[config.mk]
export PLATFORM = sky130hd
export DESIGN_NAME = sync_packet_deframer_checksum_unit_flat
export DESIGN_NICKNAME = d
export VERILOG_FILES = /design/src/design/spdc_pkg.sv /design/src/design/spdc_rx_if.sv /design/src/design/spdc_res_if.sv /design/src/design/spdc_cfg_regs.sv /design/src/design/spdc_deframer.sv /design/src/design/sync_packet_deframer_checksum_unit.sv /design/src/flat_wrapper.sv
export SDC_FILE = /design/constraint.sdc
export NUM_CORES = 1
export LEC_CHECK = 0
export BUFFER_PORTS_ARGS = -buffer_cell sky130_fd_sc_hd__buf_2
export CORE_MARGIN = 4
export CORE_UTILIZATION = 56
export CTS_CLUSTER_SIZE = 28
export DETAILED_ROUTE_END_ITERATION = 12
export GPL_ROUTABILITY_DRIVEN = 1
export PLACE_DENSITY = 0.88
export SYNTH_ARGS = -nofsm -noshare
export SYNTH_HDL_FRONTEND = slang
export SYNTH_SLANG_ARGS = --single-unit
[constraint.sdc]
create_clock -name clk -period 2.9 [get_ports clk]
set_input_delay 0.145 -clock clk [delete_from_list [all_inputs] [get_ports clk]]
set_output_delay 0.145 -clock clk [all_outputs]
set_load 0.02 [all_outputs]
[src/design/spdc_pkg.sv]
// ----------------------------------------------------------------------------
// spdc_pkg
// Shared types and constants for the sync packet deframer with checksum.
// ----------------------------------------------------------------------------
package spdc_pkg;

    localparam int CFG_ADDR_W = 5;
    localparam int CFG_DATA_W = 32;
    localparam int BYTE_W     = 8;
    localparam int POS_W      = 4;

    // Register indexes (byte address = 4 * index)
    localparam logic [2:0] REG_SYNC_FIRST   = 3'd0;
    localparam logic [2:0] REG_SYNC_SECOND  = 3'd1;
    localparam logic [2:0] REG_END_MARKER   = 3'd2;
    localparam logic [2:0] REG_OWN_ADDRESS  = 3'd3;
    localparam logic [2:0] REG_SPEAK_CODE   = 3'd4;
    localparam logic [2:0] REG_NORMAL_CODE  = 3'd5;

    // Byte positions within a frame
    localparam logic [POS_W-1:0] POS_SYNC1 = 4'd0;
    localparam logic [POS_W-1:0] POS_SYNC2 = 4'd1;
    localparam logic [POS_W-1:0] POS_ADDR  = 4'd2;
    localparam logic [POS_W-1:0] POS_FUNC  = 4'd3;
    localparam logic [POS_W-1:0] POS_DATA0 = 4'd4;
    localparam logic [POS_W-1:0] POS_DATA1 = 4'd5;
    localparam logic [POS_W-1:0] POS_DATA2 = 4'd6;
    localparam logic [POS_W-1:0] POS_DATA3 = 4'd7;
    localparam logic [POS_W-1:0] POS_CHECK = 4'd8;
    localparam logic [POS_W-1:0] POS_STOP  = 4'd9;

    typedef enum logic [2:0] {
        ST_WAIT     = 3'd0,
        ST_REJECT   = 3'd1,
        ST_REQUEST  = 3'd2,
        ST_MESSAGE  = 3'd3,
        ST_NOT_OURS = 3'd4
    } status_t;

    typedef struct packed {
        logic [BYTE_W-1:0] sync_first;
        logic [BYTE_W-1:0] sync_second;
        logic [BYTE_W-1:0] end_marker;
        logic [BYTE_W-1:0] own_address;
        logic [BYTE_W-1:0] speak_request_code;
        logic [BYTE_W-1:0] normal_message_code;
    } cfg_t;

endpackage

[src/design/spdc_rx_if.sv]
// ----------------------------------------------------------------------------
// spdc_rx_if
// Received byte channel: valid/ready handshake carrying one byte.
// ----------------------------------------------------------------------------
interface spdc_rx_if;
    logic       valid;
    logic       ready;
    logic [7:0] rx_byte;

    modport source (output valid, output rx_byte, input ready);
    modport sink   (input valid, input rx_byte, output ready);
endinterface

[src/design/spdc_res_if.sv]
// ----------------------------------------------------------------------------
// spdc_res_if
// Result channel: frame status, function byte and four data bytes.
// ----------------------------------------------------------------------------
interface spdc_res_if;
    logic       valid;
    logic       ready;
    logic [2:0] frame_status;
    logic [7:0] frame_function;
    logic [7:0] payload_first;
    logic [7:0] payload_second;
    logic [7:0] payload_third;
    logic [7:0] payload_fourth;

    modport source (
        output valid, output frame_status, output frame_function,
        output payload_first, output payload_second,
        output payload_third, output payload_fourth,
        input ready
    );
    modport sink (
        input valid, input frame_status, input frame_function,
        input payload_first, input payload_second,
        input payload_third, input payload_fourth,
        output ready
    );
endinterface

[src/design/spdc_cfg_regs.sv]
// ----------------------------------------------------------------------------
// spdc_cfg_regs
// APB-style register file holding sync, stop, address and function codes.
// ----------------------------------------------------------------------------
module spdc_cfg_regs (
    input  logic                           clk,
    input  logic                           rst_n,
    input  logic                           psel,
    input  logic                           penable,
    input  logic                           pwrite,
    input  logic [spdc_pkg::CFG_ADDR_W-1:0] paddr,
    input  logic [spdc_pkg::CFG_DATA_W-1:0] pwdata,
    output logic [spdc_pkg::CFG_DATA_W-1:0] prdata,
    output logic                           pready,
    output spdc_pkg::cfg_t                 cfg
);
    import spdc_pkg::*;

    cfg_t             cfg_reg;
    logic [2:0]       reg_idx;
    logic             wr_en;
    logic [BYTE_W-1:0] wr_byte;
    logic [BYTE_W-1:0] rd_byte;

    assign reg_idx = paddr[CFG_ADDR_W-1:2];
    assign pready  = 1'b1;
    assign wr_en   = psel && penable && pwrite && pready;
    assign wr_byte = pwdata[BYTE_W-1:0];

    always_ff @(posedge clk or negedge rst_n)
    begin
        if (!rst_n)
        begin
            cfg_reg <= '0;
        end
        else if (wr_en)
        begin
            case (reg_idx)
                REG_SYNC_FIRST:  cfg_reg.sync_first          <= wr_byte;
                REG_SYNC_SECOND: cfg_reg.sync_second         <= wr_byte;
                REG_END_MARKER:  cfg_reg.end_marker          <= wr_byte;
                REG_OWN_ADDRESS: cfg_reg.own_address         <= wr_byte;
                REG_SPEAK_CODE:  cfg_reg.speak_request_code  <= wr_byte;
                REG_NORMAL_CODE: cfg_reg.normal_message_code <= wr_byte;
                default:         ;
            endcase
        end
    end

    always_comb
    begin
        case (reg_idx)
            REG_SYNC_FIRST:  rd_byte = cfg_reg.sync_first;
            REG_SYNC_SECOND: rd_byte = cfg_reg.sync_second;
            REG_END_MARKER:  rd_byte = cfg_reg.end_marker;
            REG_OWN_ADDRESS: rd_byte = cfg_reg.own_address;
            REG_SPEAK_CODE:  rd_byte = cfg_reg.speak_request_code;
            REG_NORMAL_CODE: rd_byte = cfg_reg.normal_message_code;
            default:         rd_byte = '0;
        endcase
    end

    assign prdata = {{(CFG_DATA_W-BYTE_W){1'b0}}, rd_byte};
    assign cfg    = cfg_reg;

endmodule

[src/design/spdc_deframer.sv]
// ----------------------------------------------------------------------------
// spdc_deframer
// Frame position tracking, checksum and classification, with result register.
// ----------------------------------------------------------------------------
module spdc_deframer (
    input  logic           clk,
    input  logic           rst_n,
    input  spdc_pkg::cfg_t cfg,
    spdc_rx_if.sink        rx,
    spdc_res_if.source     res
);
    import spdc_pkg::*;

    logic [POS_W-1:0]  pos_reg, pos_next;
    logic [BYTE_W-1:0] sum_reg, sum_next;
    logic [BYTE_W-1:0] addr_reg;
    logic [BYTE_W-1:0] func_reg;
    logic [BYTE_W-1:0] data_reg [4];

    logic              res_valid_reg;
    status_t           status_reg;
    logic [BYTE_W-1:0] res_func_reg;
    logic [BYTE_W-1:0] res_data_reg [4];

    logic              accept;
    logic [BYTE_W-1:0] b;
    status_t           status;
    logic              complete;

    // Output register may be refilled in the same cycle it is drained
    assign rx.ready = !res_valid_reg || res.ready;
    assign accept   = rx.valid && rx.ready;
    assign b        = rx.rx_byte;

    always_comb
    begin
        pos_next = pos_reg;
        sum_next = sum_reg;
        status   = ST_WAIT;
        complete = 1'b0;
        case (pos_reg)
            POS_SYNC1:
            begin
                if (b == cfg.sync_first)
                begin
                    pos_next = POS_SYNC2;
                end
                else
                begin
                    pos_next = POS_SYNC1;
                    status   = ST_REJECT;
                end
            end
            POS_SYNC2:
            begin
                if (b == cfg.sync_second)
                begin
                    pos_next = POS_ADDR;
                end
                else
                begin
                    pos_next = POS_SYNC1;
                    status   = ST_REJECT;
                end
            end
            POS_ADDR:
            begin
                sum_next = b;
                pos_next = POS_FUNC;
            end
            POS_FUNC, POS_DATA0, POS_DATA1, POS_DATA2, POS_DATA3:
            begin
                sum_next = sum_reg + b;
                pos_next = pos_reg + 4'd1;
            end
            POS_CHECK:
            begin
                if (b == sum_reg)
                begin
                    pos_next = POS_STOP;
                end
                else
                begin
                    pos_next = POS_SYNC1;
                    status   = ST_REJECT;
                end
            end
            POS_STOP:
            begin
                pos_next = POS_SYNC1;
                if (b != cfg.end_marker)
                    status = ST_REJECT;
                else if (addr_reg != cfg.own_address)
                    status = ST_NOT_OURS;
                else if (func_reg == cfg.speak_request_code)
                    status = ST_REQUEST;
                else if (func_reg == cfg.normal_message_code)
                    status = ST_MESSAGE;
                else
                    status = ST_REJECT;
                complete = (status != ST_REJECT);
            end
            default:
            begin
                // unreachable positions behave as hunting
                if (b == cfg.sync_first)
                begin
                    pos_next = POS_SYNC2;
                end
                else
                begin
                    pos_next = POS_SYNC1;
                    status   = ST_REJECT;
                end
            end
        endcase
    end

    always_ff @(posedge clk or negedge rst_n)
    begin
        if (!rst_n)
        begin
            pos_reg       <= POS_SYNC1;
            sum_reg       <= '0;
            res_valid_reg <= 1'b0;
            status_reg    <= ST_WAIT;
        end
        else
        begin
            if (accept)
            begin
                pos_reg    <= pos_next;
                sum_reg    <= sum_next;
                status_reg <= status;
            end
            if (rx.ready)
                res_valid_reg <= rx.valid;
        end
    end

    // Frame stores and result payload: no reset needed
    always_ff @(posedge clk)
    begin
        if (accept)
        begin
            if (pos_reg == POS_ADDR)
                addr_reg <= b;
            if (pos_reg == POS_FUNC)
                func_reg <= b;
            if (pos_reg == POS_DATA0 || pos_reg == POS_DATA1 ||
                pos_reg == POS_DATA2 || pos_reg == POS_DATA3)
                data_reg[pos_reg[1:0]] <= b;

            res_func_reg <= complete ? func_reg : '0;
            for (int k = 0; k < 4; k++)
                res_data_reg[k] <= complete ? data_reg[k] : '0;
        end
    end

    assign res.valid          = res_valid_reg;
    assign res.frame_status   = status_reg;
    assign res.frame_function = res_func_reg;
    assign res.payload_first  = res_data_reg[0];
    assign res.payload_second = res_data_reg[1];
    assign res.payload_third  = res_data_reg[2];
    assign res.payload_fourth = res_data_reg[3];

endmodule

[src/design/sync_packet_deframer_checksum_unit.sv]
// ----------------------------------------------------------------------------
// sync_packet_deframer_checksum_unit
// Byte-serial frame recogniser with 8-bit additive checksum and APB config.
// ----------------------------------------------------------------------------
// Each accepted byte's status is registered and appears on the result channel in the next cycle.
// Throughput: 1 byte per cycle; the result register is refilled in the cycle
// it is drained, so the only stall is a held result request.
// Reset: rst_n clears position, running sum, result valid and all config
// registers; frame byte stores are not cleared.
module sync_packet_deframer_checksum_unit (
    input  logic                           clk,
    input  logic                           rst_n,
    input  logic                           psel,
    input  logic                           penable,
    input  logic                           pwrite,
    input  logic [spdc_pkg::CFG_ADDR_W-1:0] paddr,
    input  logic [spdc_pkg::CFG_DATA_W-1:0] pwdata,
    output logic [spdc_pkg::CFG_DATA_W-1:0] prdata,
    output logic                           pready,
    spdc_rx_if.sink                        rx,
    spdc_res_if.source                     res
);
    import spdc_pkg::*;

    cfg_t cfg;

    spdc_cfg_regs u_cfg_regs (
        .clk     (clk),
        .rst_n   (rst_n),
        .psel    (psel),
        .penable (penable),
        .pwrite  (pwrite),
        .paddr   (paddr),
        .pwdata  (pwdata),
        .prdata  (prdata),
        .pready  (pready),
        .cfg     (cfg)
    );

    spdc_deframer u_deframer (
        .clk   (clk),
        .rst_n (rst_n),
        .cfg   (cfg),
        .rx    (rx),
        .res   (res)
    );

    // every accepted byte produces a result in the following cycle
    a_byte_gives_result: assert property (
        @(posedge clk) disable iff (!rst_n)
        (rx.valid && rx.ready) |=> res.valid
    ) else $error("accepted byte produced no result");

    // waiting and rejected results carry no frame contents
    a_no_contents_unless_complete: assert property (
        @(posedge clk) disable iff (!rst_n)
        (res.valid && (res.frame_status == ST_WAIT || res.frame_status == ST_REJECT))
        |-> (res.frame_function == '0 && res.payload_first == '0 &&
             res.payload_second == '0 && res.payload_third == '0 &&
             res.payload_fourth == '0)
    ) else $error("frame contents on incomplete result");

    // the input side is never refused while the result register is free
    a_ready_when_free: assert property (
        @(posedge clk) disable iff (!rst_n)
        (!res.valid || res.ready) |-> rx.ready
    ) else $error("input stalled with free result register");

endmodule
[src/flat_wrapper.sv]
// flat-port wrapper written by rule: the top's interface ports become plain ports
module sync_packet_deframer_checksum_unit_flat import spdc_pkg::*;
  (clk, rst_n, psel, penable, pwrite, paddr, pwdata, prdata, pready, rx_valid, rx_rx_byte, rx_ready, res_valid, res_frame_status, res_frame_function, res_payload_first, res_payload_second, res_payload_third, res_payload_fourth, res_ready);
  spdc_rx_if rx_i ();
  spdc_res_if res_i ();
  input  logic clk;
  input  logic rst_n;
  input  logic psel;
  input  logic penable;
  input  logic pwrite;
  input  logic [spdc_pkg::CFG_ADDR_W-1:0] paddr;
  input  logic [spdc_pkg::CFG_DATA_W-1:0] pwdata;
  output logic [spdc_pkg::CFG_DATA_W-1:0] prdata;
  output logic pready;
  input wire logic [$bits(rx_i.valid)-1:0] rx_valid;
  input wire logic [$bits(rx_i.rx_byte)-1:0] rx_rx_byte;
  output wire logic [$bits(rx_i.ready)-1:0] rx_ready;
  output wire logic [$bits(res_i.valid)-1:0] res_valid;
  output wire logic [$bits(res_i.frame_status)-1:0] res_frame_status;
  output wire logic [$bits(res_i.frame_function)-1:0] res_frame_function;
  output wire logic [$bits(res_i.payload_first)-1:0] res_payload_first;
  output wire logic [$bits(res_i.payload_second)-1:0] res_payload_second;
  output wire logic [$bits(res_i.payload_third)-1:0] res_payload_third;
  output wire logic [$bits(res_i.payload_fourth)-1:0] res_payload_fourth;
  input wire logic [$bits(res_i.ready)-1:0] res_ready;
  assign rx_i.valid = rx_valid;
  assign rx_i.rx_byte = rx_rx_byte;
  assign rx_ready = rx_i.ready;
  assign res_valid = res_i.valid;
  assign res_frame_status = res_i.frame_status;
  assign res_frame_function = res_i.frame_function;
  assign res_payload_first = res_i.payload_first;
  assign res_payload_second = res_i.payload_second;
  assign res_payload_third = res_i.payload_third;
  assign res_payload_fourth = res_i.payload_fourth;
  assign res_i.ready = res_ready;
  sync_packet_deframer_checksum_unit u_core (.clk(clk), .rst_n(rst_n), .psel(psel), .penable(penable), .pwrite(pwrite), .paddr(paddr), .pwdata(pwdata), .prdata(prdata), .pready(pready), .rx(rx_i), .res(res_i));
endmodule
==> run_results.csv <==
group,metric,value,unit
final_layout,syn_to_final_growth,13.8,%
clocking,post_cts_resized,0,
placement,io_buffer_count,78,
power_and_ir_drop,vdd_drop_max,0.579,mV
yosys,synth_seq_cells,152,
global_route,grt_overflow_total,0,
sta,post-route-period-util,0.794,
yosys,synthCells,531,
power_and_ir_drop,power.density,718,nW/µm²
detailed_routing,first_pass_iters,5,
clocking,cts_buffer_depth,2,
global_route,grt_antenna_before_repair,0,
power_and_ir_drop,power,5.95,mW
placement,dp_hpwl,10800,µm
die,placementRows,41,
sta,fmax,435,MHz
die,initial_core_util,0.574,
yosys,synth_common_cells,"88 x edfxtp_1, 64 x dfrtp_1, 52 x mux2_2",
detailed_routing,viasPerCell,5.64,
die,die_y,122,µm
sta,hold_violations,0,
yosys,synth_top_area_cell,"edfxtp_1",
clocking,cts.sinks,152,
sta,rsz0062_at_grt,"no",
yosys,syn_avg_cell_area,13.7,µm²
clocking,htreeDepth,4,
global_route,grt_pass1_vias,4550,
final_layout,final_util,0.653,
yosys,async_flop_share,0.421,
global_route,grt_usage,0.220,
yosys,yosysMostFrequentCell,"edfxtp_1",
sta,fin_hold_ws,0.0337,ns
clocking,clkLatencyLatePin,0.42,ns
detailed_routing,drt_iter0_drc,401,
worst_hold_path,hold_class,"input port to register",
die,core,12700,µm²
yosys,netlist_top_cells_area,"edfxtp_1 36%, dfrtp_1 22%, mux2_2 8.1%",
outcome,outcome,"finished clean",
power_and_ir_drop,leakage,3.40,nW
sta,worst_slew_pin_slew,0.904,ns
clocking,ctsRootBufferMaster,"clkbuf_16",
global_route,grt_max_degree,44,
detailed_routing,routed_wl,15600,µm
placement,dp_cells,769,
final_layout,largest_reg_flops,48,
global_route,grt_pass1_wl,24400,µm
die,fp.dieArea,14900,µm²
detailed_routing,drc,0,
yosys,yosys_warnings,0,
setup_path,worstPathArrival,2.58,ns
setup_path,startpoint_type,"register",
final_layout,final_layout_size_suffix_gt1_frac,0.306,
sta,tns,0,ns
setup_path,worstPathRequired,3.17,ns
detailed_routing,final_antenna_net_count,0,
clocking,cts_tree,"built",
clocking,numCtsBuffers,17,
sta,setup_violations,0,
sta,skew,0.00949,ns
setup_path,critical_path_class,"register to register",
setup_path,critPathCaptureType,"register",
die,io_pins,130,
yosys,synth-edff-count,88,
die,dieWidth,122,µm
run,drv_cap,0,
yosys,yosysSeqAreaShare,0.584,
sta,relSlewSlack,0.397,
yosys,synth_cell_types,63,
setup_path,crit_path_max_fanout,40,
final_layout,nets,682,
sta,period_needed,2.30,ns
yosys,yosys_most_used_dff,"edfxtp_1",
clocking,clk_pin_slew,0.06,ns
detailed_routing,vias,4527,
final_layout,antenna_cells,0,
detailed_routing,wl_per_cell,19.4,µm
yosys,synth_top_area_share,0.363,
yosys,synth_area,7270,µm²
placement,gp_congestion,0.917,
sta,slew_viol_final,0,
final_layout,fin_cells,803,
final_layout,fill_cells,927,
## where the power goes
| part | leakage [nW] | internal [mW] | switching, mW |
|---|---|---|---|
| combinational | 1.50 | 0.507 | 0.606 |
| clock | 0.262 | 1.29 | 0.829 |
| sequential | 1.64 | 2.51 | 0.205 |
| total | 3.40 | 4.31 | 1.64 |
## cell type report
| cell class | instances | area (µm²) | area share |
|---|---|---|---|
| multi-input cells | 343 | 2730 | 0.330 |
| repair buffers | 87 | 463 | 0.0559 |
| clock buffers | 24 | 462 | 0.0558 |
| clock inverters | 8 | 100 | 0.0121 |
| inverters | 17 | 63.8 | 0.00771 |
| well taps | 172 | 215 | 0.0260 |
| flip-flops and latches | 152 | 4240 | 0.513 |
## kinds of logic after synthesis
family | Yosys count | share of synthesized area
compound gates | 62 | 0.0604
xor+xnor | 52 | 0.0626
fa+ha+maj | 12 | 0.0217
buf+inv | 59 | 0.0528
flops | 152 | 0.584
mux | 69 | 0.113
other cells | 2 | 0.00103
simple gates | 123 | 0.105
## stage by stage
stage | worst slack (ns) | instance area, µm²
after global placement | 0.805 | 7700
after floorplan | 0.402 | 7360
final | 0.599 | 8280
after detailed placement | 0.718 | 7700
after CTS | 0.602 | 8280
after global routing | 0.461 | 8280
## worst paths after layout
| check | from | endpoint | slack, ns | depth (start not counted) |
|---|---|---|---|---|
| max | u_core.u_deframer.func_reg[0] | u_core.u_deframer.res.frame_function[1] | 0.60 | 6 |
| min | pwdata[2] | u_core.u_cfg_regs.cfg[2] | 0.03 | 2 |
| max reg2reg | u_core.u_deframer.func_reg[0] | u_core.u_deframer.res.frame_function[1] | 0.60 | 6 |
| min reg2reg | u_core.u_deframer.data_reg[2][1] | u_core.u_deframer.res_data_reg[2][1] | 0.52 | 1 |
| max in group asynchronous | rst_n | u_core.u_deframer.sum_reg[3] | 1.77 | 3 |
| min in group asynchronous | rst_n | u_core.u_deframer.sum_reg[2] | 0.38 | 2 |
## per-layer routing
layer / track usage / wire [µm] / vias up
li1: - / - / 2043
met1: 0.284 / 6300 / 2238
met2: 0.368 / 7790 / 223
met3: 0.0511 / 1200 / 23
met4: 0.0791 / 273 / 0
met5: 0 / 0 / -
## repair_timing
action,CTS,global route
buffers inserted,0,0
setup endpoints to repair,0,0
hold buffers,2,0
hold endpoints to repair,38,0
## critical path, cell delays in order (launching register included)
cell and delay (ns):
edfxtp_1 0.46, xnor2_1 0.26, nand4_1 0.19, o22ai_1 0.43
nor2_4 0.06, nor2_4 0.49, and2_1 0.25
## cells in the final DEF, fill, tap and decap left out, types with 3 or more instances in the layout
cell / Yosys / final
clkinvlp_4: 0 / 3
nand3_1: 4 / 4
xnor2_1: 36 / 36
mux2i_1: 11 / 11
inv_1: 16 / 16
o21ai_0: 8 / 8
and3_1: 3 / 3
xor2_1: 16 / 16
nor2_1: 19 / 19
conb_1: 2 / 25
nor4_1: 4 / 4
dfrtp_1: 64 / 64
a31oi_1: 3 / 3
clkbuf_16: 0 / 17
buf_2: 7 / 78
and2_1: 43 / 43
mux2_2: 52 / 52
nor2b_1: 3 / 3
a21oi_1: 14 / 14
nand2b_1: 5 / 5
nor2_2: 3 / 3
nor3_1: 9 / 9
nand2_1: 5 / 5
clkbuf_1: 1 / 6
o22ai_1: 9 / 9
nand4_1: 10 / 10
buf_4: 28 / 7
a22oi_1: 4 / 4
edfxtp_1: 88 / 88
mux4_2: 5 / 5
ha_1: 11 / 11
a21o_1: 3 / 3
No activity file was read; power rests on OpenSTA's default activity.
